--- src/ptp_sode_pkg.sv ---
// shared types, constants and arithmetic helpers for the ptp offset/delay engine
package ptp_sode_pkg;

	localparam logic [15:0] SYNC_PORT_RESET = 16'd1234;
	localparam logic [7:0] CODE_RESYNC = 8'h66;
	localparam logic [7:0] CODE_DELAY_REQ = 8'h12;
	localparam logic signed [31:0] NS_WRAP = 32'sd1000000000;

	localparam logic [1:0] STEP_IDLE = 2'd0;
	localparam logic [1:0] STEP_RX = 2'd1;
	localparam logic [1:0] STEP_TX = 2'd2;
	localparam logic [1:0] STEP_ADJ = 2'd3;

	typedef struct packed {
		logic signed [31:0] s;
		logic signed [31:0] n;
	} pair_t;

	typedef struct packed {
		logic [15:0] source_port;
		logic signed [31:0] seq_tag;
		logic signed [31:0] word_low;
		logic signed [31:0] word_high;
		logic signed [31:0] rx_sec;
		logic signed [31:0] rx_nsec;
		logic signed [31:0] tx_sec;
		logic signed [31:0] tx_nsec;
	} msg_t;

	typedef struct packed {
		logic reply_valid;
		logic [7:0] reply_code;
		logic adjust_valid;
		logic signed [31:0] offset_sec;
		logic signed [31:0] offset_nsec;
		logic signed [31:0] delay_sec;
		logic signed [31:0] delay_nsec;
	} res_t;

	// sum or difference of two sec/nsec pairs with sign normalization
	function automatic pair_t combine(pair_t a, pair_t b, logic sub);
		pair_t r;
		logic signed [31:0] s;
		logic signed [31:0] n;
		s = sub ? a.s - b.s : a.s + b.s;
		n = sub ? a.n - b.n : a.n + b.n;
		r.s = s;
		r.n = n;
		if (s < 0 && n > 0) begin
			r.s = s + 32'sd1;
			r.n = NS_WRAP - n;
			if (r.s == 32'sd0) begin
				r.n = -r.n;
			end
		end else if (s > 0 && n < 0) begin
			r.s = s - 32'sd1;
			r.n = n + NS_WRAP;
		end
		return r;
	endfunction

	function automatic pair_t sign_nsec(pair_t t);
		pair_t r;
		r = t;
		if (t.s < 0) begin
			r.n = -t.n;
		end
		return r;
	endfunction

	// halve, truncating toward zero
	function automatic logic signed [31:0] half(logic signed [31:0] v);
		logic signed [31:0] adj;
		adj = v + $signed({31'b0, v[31]});
		return adj >>> 1;
	endfunction

endpackage

--- src/ptp_sode_if.sv ---
// request channel interfaces: received message in, reply/adjust result out
interface ptp_sode_msg_if;
	logic valid;
	logic ready;
	logic [15:0] source_port;
	logic signed [31:0] seq_tag;
	logic signed [31:0] word_low;
	logic signed [31:0] word_high;
	logic signed [31:0] rx_sec;
	logic signed [31:0] rx_nsec;
	logic signed [31:0] tx_sec;
	logic signed [31:0] tx_nsec;

	modport source (
		output valid, source_port, seq_tag, word_low, word_high,
		output rx_sec, rx_nsec, tx_sec, tx_nsec,
		input ready
	);
	modport sink (
		input valid, source_port, seq_tag, word_low, word_high,
		input rx_sec, rx_nsec, tx_sec, tx_nsec,
		output ready
	);
endinterface

interface ptp_sode_res_if;
	logic valid;
	logic ready;
	logic reply_valid;
	logic [7:0] reply_code;
	logic adjust_valid;
	logic signed [31:0] offset_sec;
	logic signed [31:0] offset_nsec;
	logic signed [31:0] delay_sec;
	logic signed [31:0] delay_nsec;

	modport source (
		output valid, reply_valid, reply_code, adjust_valid,
		output offset_sec, offset_nsec, delay_sec, delay_nsec,
		input ready
	);
	modport sink (
		input valid, reply_valid, reply_code, adjust_valid,
		input offset_sec, offset_nsec, delay_sec, delay_nsec,
		output ready
	);
endinterface

--- src/ptp_slave_offset_delay_engine_top.sv ---
// top level of the ptp two-step offset and delay engine
// a message is held in the input register, then its result in the result register
// throughput: one message per cycle via both registers while res.ready is high
// each message passes the sequencer and offset/delay arithmetic combinationally
// reset: step counter idle, sync port 1234, both stages empty
module ptp_slave_offset_delay_engine_top (
	input logic clk,
	input logic arst_n,
	input logic cfg_wr_en,
	input logic [15:0] cfg_wr_data,
	ptp_sode_msg_if.sink msg,
	ptp_sode_res_if.source res
);
	import ptp_sode_pkg::*;

	logic valid_s1;
	logic adv;
	logic free;
	msg_t item_s1;
	res_t res_d;

	assign adv = valid_s1 && free;

	ptp_sode_in u_in (
		.clk(clk),
		.arst_n(arst_n),
		.msg(msg),
		.adv(adv),
		.valid_s1(valid_s1),
		.item_s1(item_s1)
	);

	ptp_sode_seq u_seq (
		.clk(clk),
		.arst_n(arst_n),
		.cfg_wr_en(cfg_wr_en),
		.cfg_wr_data(cfg_wr_data),
		.adv(adv),
		.item(item_s1),
		.res_d(res_d)
	);

	ptp_sode_out u_out (
		.clk(clk),
		.arst_n(arst_n),
		.load(adv),
		.res_d(res_d),
		.free(free),
		.res(res)
	);

	a_adv_fills: assert property (@(posedge clk) disable iff (!arst_n)
		adv |=> res.valid)
		else $error("result register not filled after a pass");

	a_reply_xor_adjust: assert property (@(posedge clk) disable iff (!arst_n)
		res.valid |-> !(res.reply_valid && res.adjust_valid))
		else $error("reply and adjust both set");

	a_code_zero: assert property (@(posedge clk) disable iff (!arst_n)
		(res.valid && !res.reply_valid) |-> (res.reply_code == 8'd0))
		else $error("reply code set without reply");

	a_adjust_zero: assert property (@(posedge clk) disable iff (!arst_n)
		(res.valid && !res.adjust_valid) |-> (res.offset_sec == 32'sd0
			&& res.delay_nsec == 32'sd0))
		else $error("adjust fields set without adjust");
endmodule

--- src/ptp_sode_in.sv ---
// input register stage for incoming message requests
module ptp_sode_in (
	input logic clk,
	input logic arst_n,
	ptp_sode_msg_if.sink msg,
	input logic adv,
	output logic valid_s1,
	output ptp_sode_pkg::msg_t item_s1
);
	import ptp_sode_pkg::*;

	logic take;

	assign msg.ready = !valid_s1 || adv;
	assign take = msg.valid && msg.ready;

	always_ff @(posedge clk or negedge arst_n) begin
		if (!arst_n) begin
			valid_s1 <= 1'b0;
		end else if (take) begin
			valid_s1 <= 1'b1;
		end else if (adv) begin
			valid_s1 <= 1'b0;
		end
	end

	always_ff @(posedge clk) begin
		if (take) begin
			item_s1.source_port <= msg.source_port;
			item_s1.seq_tag <= msg.seq_tag;
			item_s1.word_low <= msg.word_low;
			item_s1.word_high <= msg.word_high;
			item_s1.rx_sec <= msg.rx_sec;
			item_s1.rx_nsec <= msg.rx_nsec;
			item_s1.tx_sec <= msg.tx_sec;
			item_s1.tx_nsec <= msg.tx_nsec;
		end
	end
endmodule

--- src/ptp_sode_seq.sv ---
// step sequencer, latched timestamps and offset/delay arithmetic
module ptp_sode_seq (
	input logic clk,
	input logic arst_n,
	input logic cfg_wr_en,
	input logic [15:0] cfg_wr_data,
	input logic adv,
	input ptp_sode_pkg::msg_t item,
	output ptp_sode_pkg::res_t res_d
);
	import ptp_sode_pkg::*;

	logic [15:0] sync_port_q;
	logic [1:0] step_q;
	logic [1:0] step_d;
	logic [1:0] step_nx;
	pair_t t2_q;
	pair_t t3_q;
	pair_t d1_q;
	pair_t d1_d;
	pair_t t1;
	pair_t t4;
	pair_t rx;
	pair_t tx;
	pair_t d2;
	pair_t off;
	pair_t dly;
	logic hit;
	logic tag_ok;
	logic lat_rx;
	logic lat_tx;

	assign step_nx = step_q + 2'd1;
	assign hit = item.source_port == sync_port_q;
	assign tag_ok = item.seq_tag == $signed({30'b0, step_nx});

	always_comb begin
		t1.s = item.word_high;
		t1.n = item.word_low;
		t4 = t1;
		rx.s = item.rx_sec;
		rx.n = item.rx_nsec;
		tx.s = item.tx_sec;
		tx.n = item.tx_nsec;
		// t2 - t1 is formed once t1 arrives
		d1_d = sign_nsec(combine(t2_q, t1, 1'b1));
		d2 = sign_nsec(combine(t4, t3_q, 1'b1));
		off = combine(d2, d1_q, 1'b1);
		dly = combine(d1_q, d2, 1'b0);
	end

	always_comb begin
		res_d = '0;
		step_d = step_q;
		lat_rx = 1'b0;
		lat_tx = 1'b0;
		if (hit) begin
			if (!tag_ok) begin
				res_d.reply_valid = 1'b1;
				res_d.reply_code = CODE_RESYNC;
				step_d = STEP_IDLE;
			end else begin
				unique case (step_nx)
					STEP_RX: begin
						lat_rx = 1'b1;
						step_d = STEP_RX;
					end
					STEP_TX: begin
						lat_tx = 1'b1;
						step_d = STEP_TX;
						res_d.reply_valid = 1'b1;
						res_d.reply_code = CODE_DELAY_REQ;
					end
					default: begin
						step_d = STEP_IDLE;
						res_d.adjust_valid = 1'b1;
						res_d.offset_sec = half(off.s);
						res_d.offset_nsec = half(off.n);
						res_d.delay_sec = half(dly.s);
						res_d.delay_nsec = half(dly.n);
					end
				endcase
			end
		end
	end

	always_ff @(posedge clk or negedge arst_n) begin
		if (!arst_n) begin
			sync_port_q <= SYNC_PORT_RESET;
			step_q <= STEP_IDLE;
		end else begin
			if (cfg_wr_en) begin
				sync_port_q <= cfg_wr_data;
			end
			if (adv) begin
				step_q <= step_d;
			end
		end
	end

	always_ff @(posedge clk) begin
		if (adv && lat_rx) begin
			t2_q <= rx;
		end
		if (adv && lat_tx) begin
			t3_q <= tx;
			d1_q <= d1_d;
		end
	end
endmodule

--- src/ptp_sode_out.sv ---
// result register driving the reply/adjust request channel
module ptp_sode_out (
	input logic clk,
	input logic arst_n,
	input logic load,
	input ptp_sode_pkg::res_t res_d,
	output logic free,
	ptp_sode_res_if.source res
);
	import ptp_sode_pkg::*;

	logic valid_q;
	res_t data_q;

	assign free = !valid_q || res.ready;

	always_ff @(posedge clk or negedge arst_n) begin
		if (!arst_n) begin
			valid_q <= 1'b0;
		end else if (load) begin
			valid_q <= 1'b1;
		end else if (res.ready) begin
			valid_q <= 1'b0;
		end
	end

	always_ff @(posedge clk) begin
		if (load) begin
			data_q <= res_d;
		end
	end

	assign res.valid = valid_q;
	assign res.reply_valid = data_q.reply_valid;
	assign res.reply_code = data_q.reply_code;
	assign res.adjust_valid = data_q.adjust_valid;
	assign res.offset_sec = data_q.offset_sec;
	assign res.offset_nsec = data_q.offset_nsec;
	assign res.delay_sec = data_q.delay_sec;
	assign res.delay_nsec = data_q.delay_nsec;
endmodule

--- src/flat_wrapper.sv ---
// flat-port wrapper written by rule: the top's interface ports become plain ports
module ptp_slave_offset_delay_engine_top_flat import ptp_sode_pkg::*;
  (clk, arst_n, cfg_wr_en, cfg_wr_data, msg_valid, msg_source_port, msg_seq_tag, msg_word_low, msg_word_high, msg_rx_sec, msg_rx_nsec, msg_tx_sec, msg_tx_nsec, msg_ready, res_valid, res_reply_valid, res_reply_code, res_adjust_valid, res_offset_sec, res_offset_nsec, res_delay_sec, res_delay_nsec, res_ready);
  ptp_sode_msg_if msg_i ();
  ptp_sode_res_if res_i ();
  input logic clk;
  input logic arst_n;
  input logic cfg_wr_en;
  input logic [15:0] cfg_wr_data;
  input wire logic [$bits(msg_i.valid)-1:0] msg_valid;
  input wire logic [$bits(msg_i.source_port)-1:0] msg_source_port;
  input wire logic [$bits(msg_i.seq_tag)-1:0] msg_seq_tag;
  input wire logic [$bits(msg_i.word_low)-1:0] msg_word_low;
  input wire logic [$bits(msg_i.word_high)-1:0] msg_word_high;
  input wire logic [$bits(msg_i.rx_sec)-1:0] msg_rx_sec;
  input wire logic [$bits(msg_i.rx_nsec)-1:0] msg_rx_nsec;
  input wire logic [$bits(msg_i.tx_sec)-1:0] msg_tx_sec;
  input wire logic [$bits(msg_i.tx_nsec)-1:0] msg_tx_nsec;
  output wire logic [$bits(msg_i.ready)-1:0] msg_ready;
  output wire logic [$bits(res_i.valid)-1:0] res_valid;
  output wire logic [$bits(res_i.reply_valid)-1:0] res_reply_valid;
  output wire logic [$bits(res_i.reply_code)-1:0] res_reply_code;
  output wire logic [$bits(res_i.adjust_valid)-1:0] res_adjust_valid;
  output wire logic [$bits(res_i.offset_sec)-1:0] res_offset_sec;
  output wire logic [$bits(res_i.offset_nsec)-1:0] res_offset_nsec;
  output wire logic [$bits(res_i.delay_sec)-1:0] res_delay_sec;
  output wire logic [$bits(res_i.delay_nsec)-1:0] res_delay_nsec;
  input wire logic [$bits(res_i.ready)-1:0] res_ready;
  assign msg_i.valid = msg_valid;
  assign msg_i.source_port = msg_source_port;
  assign msg_i.seq_tag = msg_seq_tag;
  assign msg_i.word_low = msg_word_low;
  assign msg_i.word_high = msg_word_high;
  assign msg_i.rx_sec = msg_rx_sec;
  assign msg_i.rx_nsec = msg_rx_nsec;
  assign msg_i.tx_sec = msg_tx_sec;
  assign msg_i.tx_nsec = msg_tx_nsec;
  assign msg_ready = msg_i.ready;
  assign res_valid = res_i.valid;
  assign res_reply_valid = res_i.reply_valid;
  assign res_reply_code = res_i.reply_code;
  assign res_adjust_valid = res_i.adjust_valid;
  assign res_offset_sec = res_i.offset_sec;
  assign res_offset_nsec = res_i.offset_nsec;
  assign res_delay_sec = res_i.delay_sec;
  assign res_delay_nsec = res_i.delay_nsec;
  assign res_i.ready = res_ready;
  ptp_slave_offset_delay_engine_top u_core (.clk(clk), .arst_n(arst_n), .cfg_wr_en(cfg_wr_en), .cfg_wr_data(cfg_wr_data), .msg(msg_i), .res(res_i));
endmodule
--- config.mk ---
export PLATFORM = sky130hd
export DESIGN_NAME = ptp_slave_offset_delay_engine_top_flat
export DESIGN_NICKNAME = d
export VERILOG_FILES = /design/src/ptp_sode_pkg.sv /design/src/ptp_sode_if.sv /design/src/ptp_slave_offset_delay_engine_top.sv /design/src/ptp_sode_in.sv /design/src/ptp_sode_seq.sv /design/src/ptp_sode_out.sv /design/src/flat_wrapper.sv
export SDC_FILE = /design/constraint.sdc
export NUM_CORES = 2
export LEC_CHECK = 0
export ABC_AREA = 1
export BUFFER_PORTS_ARGS = -buffer_cell sky130_fd_sc_hd__buf_2
export CAP_MARGIN = 20
export CORE_MARGIN = 2
export CORE_UTILIZATION = 60
export CTS_BUF_LIST = sky130_fd_sc_hd__clkbuf_4 sky130_fd_sc_hd__clkbuf_8 sky130_fd_sc_hd__clkbuf_16
export CTS_CLUSTER_DIAMETER = 80
export DETAILED_ROUTE_END_ITERATION = 16
export GPL_ROUTABILITY_DRIVEN = 0
export PLACE_DENSITY = 0.79
export SLEW_MARGIN = 20
export SYNTH_ARGS = -nofsm -noshare
export SYNTH_HDL_FRONTEND = slang
export SYNTH_SLANG_ARGS = --single-unit
--- constraint.sdc ---
create_clock -name clk -period 13.2 [get_ports clk]
set_input_delay 1.32 -clock clk [delete_from_list [all_inputs] [get_ports clk]]
set_output_delay 1.32 -clock clk [all_outputs]
set_load 0.005 [all_outputs]
==> results.yml <==
global_routing:
  grt_max_degree: 164
  grt_use_total: 0.331
  grt_overflow: 0
  grt_antenna_before_repair: 0
  grt_pass1_wl_mm: 267
  grt_pass1_vias: 52400
critical_path:
  start_kind: "flip-flop"
  cp_slowest_cell: "xor2_1"
  cp_data_required_time_ns: 13.73
  path_max_fanout: 34
  cpPeakStageDelay_ns: 0.79
  endpoint_kind: "flip-flop"
  crit_top_cell: "nand2_1"
  crit_type: "reg -> reg"
  crit_arrival_ns: 12.67
floorplan:
  core_area_sq_um: 95200
  chipHeight_microns: 314
  die_w_microns: 314
  initial_utilization: 0.607
  row_count: 113
  top_level_ports: 401
  dieArea_sq_um: 98700
clock_tree:
  cts_setup_buffers: 0
  clock_latency_ns: 0.68
  cts.clk_slew.worst_paths_ns: 0.06
  h-tree-depth: 2
  root_buffer: "clkbuf_16"
  cts_made_buffers: 61
  cts.sinks: 580
  cts_tree: "yes"
  clock_path_buffers: 3
synthesis:
  yosysWarnings: 0
  syn_inst: 8693
  yosysSeqAreaShare: 0.300
  avgSynthCellArea_sq_um: 6.64
  synth_area_sq_um: 57700
  ys_ff_latch: 580
  async_reset_ff_frac: 0.0345
  ys.flop_type: "edfxtp_1"
  ys_types: 66
  synth_edf_count: 560
place:
  dp_slack_ns: 1.30
  dp.cells: 10200
  io_buffers: 397
  hpwl_mm: 137
timing:
  final-setup-viol-count: 0
  setup_ws_ns: 1.06
  finalMaxSlewViolations: 0
  post-route-period-util: 0.920
  max_freq_mhz: 82.4
  max_slew_margin: 0.230
  min_period_ns: 12.14
  rsz0062_at_grt: "no"
  setup_tns_ns: 0
  tightest_slew_ns: 1.15
  skew_ns: 0.0338
  hold_viol_final: 0
finish:
  n_fill_cell: 8525
  drive_above_1_share: 0.0866
  multi_input_area_sq_um: 34800
  regArea_sq_um: 17300
  fin_cells: 10400
  area_growth_pct: 9.11
  fin_nets: 9588
  antennaDiodeCount: 0
drt:
  avgRoutedWirePerCell_microns: 16.2
  drt_wl_total_mm: 168
  drc: 0
  drt_pass1_iterations: 9
  vias: 58100
  antenna_left: 0
  vias_per_cell: 5.62
  drt_iter0_markers: 6480
pwr:
  peakVddDrop_uv: 137
  powerDensity_nw_per_um2: 187
  leakage_nw: 30.3
  design_power_total_mw: 11.8
hold_path:
  hp-class: "reg -> reg"
flow_run:
  max-cap-violations: 0
outcome:
  status: "finished clean"
-- per-stage QoR --
| step | hold WS, ns | utilization | instance area [sq um] |
|---|---|---|---|
| 2_1_floorplan | 0.400 | - | 57700 |
| 3_5_place_dp | 0.405 | 0.639 | 60800 |
| 5_1_grt | 0.399 | 0.662 | 63000 |
| 3_3_place_gp | 0.401 | 0.639 | 60800 |
| 4_1_cts | 0.393 | 0.662 | 63000 |
| 6_report | 0.393 | 0.662 | 63000 |
-- timing repair --
item | CTS | global route
hold buffers | 0 | 0
gates resized for setup | 0 | 2
setup endpoints to repair | 0 | 14
-- registers in the layout (all words and copies together), names as in the netlist, 16 cells and up --
| register | cells |
|---|---|
| u_core.u_seq.t3_q | 64 |
| u_core.u_out.res.offset_sec | 31 |
| u_core.u_out.res.offset_nsec | 31 |
| u_core.u_seq.sync_port_q | 16 |
| u_core.u_seq.d1_q | 64 |
| u_core.u_seq.t2_q | 64 |
| u_core.u_out.res.delay_sec | 31 |
| u_core.u_out.res.delay_nsec | 31 |
| u_core.u_in.item_s1 | 240 |
-- power by group --
group	internal, mW	switching [mW]	total [mW]
logic	2.19	5.61	7.80
registers	2.17	0.0402	2.21
clock network	1.05	0.740	1.79
-- layout by cell type, fill, tap and decap left out, types with 25 or more instances in the layout --
cell and count:
nor2_1 1077, nor3_1 184, nand3b_1 40, o21ai_1 55, a21oi_1 389, buf_4 28
xor2_1 474, nor2_2 38, or2_2 38, nand2_1 2489, edfxtp_1 560, nand4_1 222
xnor2_1 88, inv_2 50, nand2_2 41, ha_1 285, inv_1 1247, buf_2 397
nand3_1 557, nor4_1 68, a31oi_1 32, o21ai_0 298, clkbuf_16 61, nand3_2 25
-- final cells by class --
cell class	instances	area share
clock inverter	45	0.00846
sequential	580	0.275
timing repair buffer	427	0.0355
multi-input combinational	6655	0.552
tap	1265	0.0251
inverter	1309	0.0782
clock buffer	70	0.0253
-- Yosys cell counts (88+ instances only) --
master | count | area [sq um]
inv_1 | 1249 | 4690
nand3_1 | 559 | 2800
nand2_1 | 2489 | 9340
nor2_1 | 1078 | 4050
a21oi_1 | 390 | 1950
edfxtp_1 | 560 | 16800
nand4_1 | 222 | 1390
xor2_1 | 474 | 4150
xnor2_1 | 88 | 771
o21ai_0 | 298 | 1490
ha_1 | 285 | 3570
nor3_1 | 185 | 926
-- metal layers --
layer | global-route usage | up-vias | wire, microns
met2 | 0.515 | 2905 | 72300
met1 | 0.455 | 25900 | 71000
met4 | 0.154 | 0 | 8910
met5 | 0 | - | 0
li1 | - | 28800 | -
met3 | 0.0484 | 456 | 15800
-- final timing paths --
kind	startpoint	end	slack (ns)	cells after the start
worst max-delay path	u_core.u_in.item_s1[128]	u_core.u_out.res.offset_nsec[27]	1.06	62
max in group asynchronous	arst_n	u_core.u_seq.sync_port_q[1]	12.25	1
min in group asynchronous	arst_n	u_core.u_out.res.valid	0.59	1
worst min register to register	u_core.u_in.item_s1[64]	u_core.u_seq.t2_q[0]	0.39	0
worst max register to register	u_core.u_in.item_s1[128]	u_core.u_out.res.offset_nsec[27]	1.06	62
worst min-delay path	u_core.u_in.item_s1[64]	u_core.u_seq.t2_q[0]	0.39	0
-- worst max-delay path: cells and delay by family, from the launching register on --
family | cells | cell delay [ns]
simple gates | 44 | 7.06
fa+ha+maj | 5 | 1.50
compound gates | 5 | 1.23
xor+xnor | 2 | 1.02
buf+inv | 6 | 0.71
flops | 1 | 0.40
-- kinds of logic (layout without fill, tap and decap cells) --
family	Yosys count	in the layout	share of synthesized area
compound gates	924	924	0.0877
buf+inv	1460	1851	0.0981
mux	15	15	0.00286
xor+xnor	562	562	0.0853
flops	580	580	0.300
simple gates	4858	4858	0.361
other cells	1	3	0.0000650
fa+ha+maj	293	293	0.0646
No activity file was read; power rests on OpenSTA's default activity.
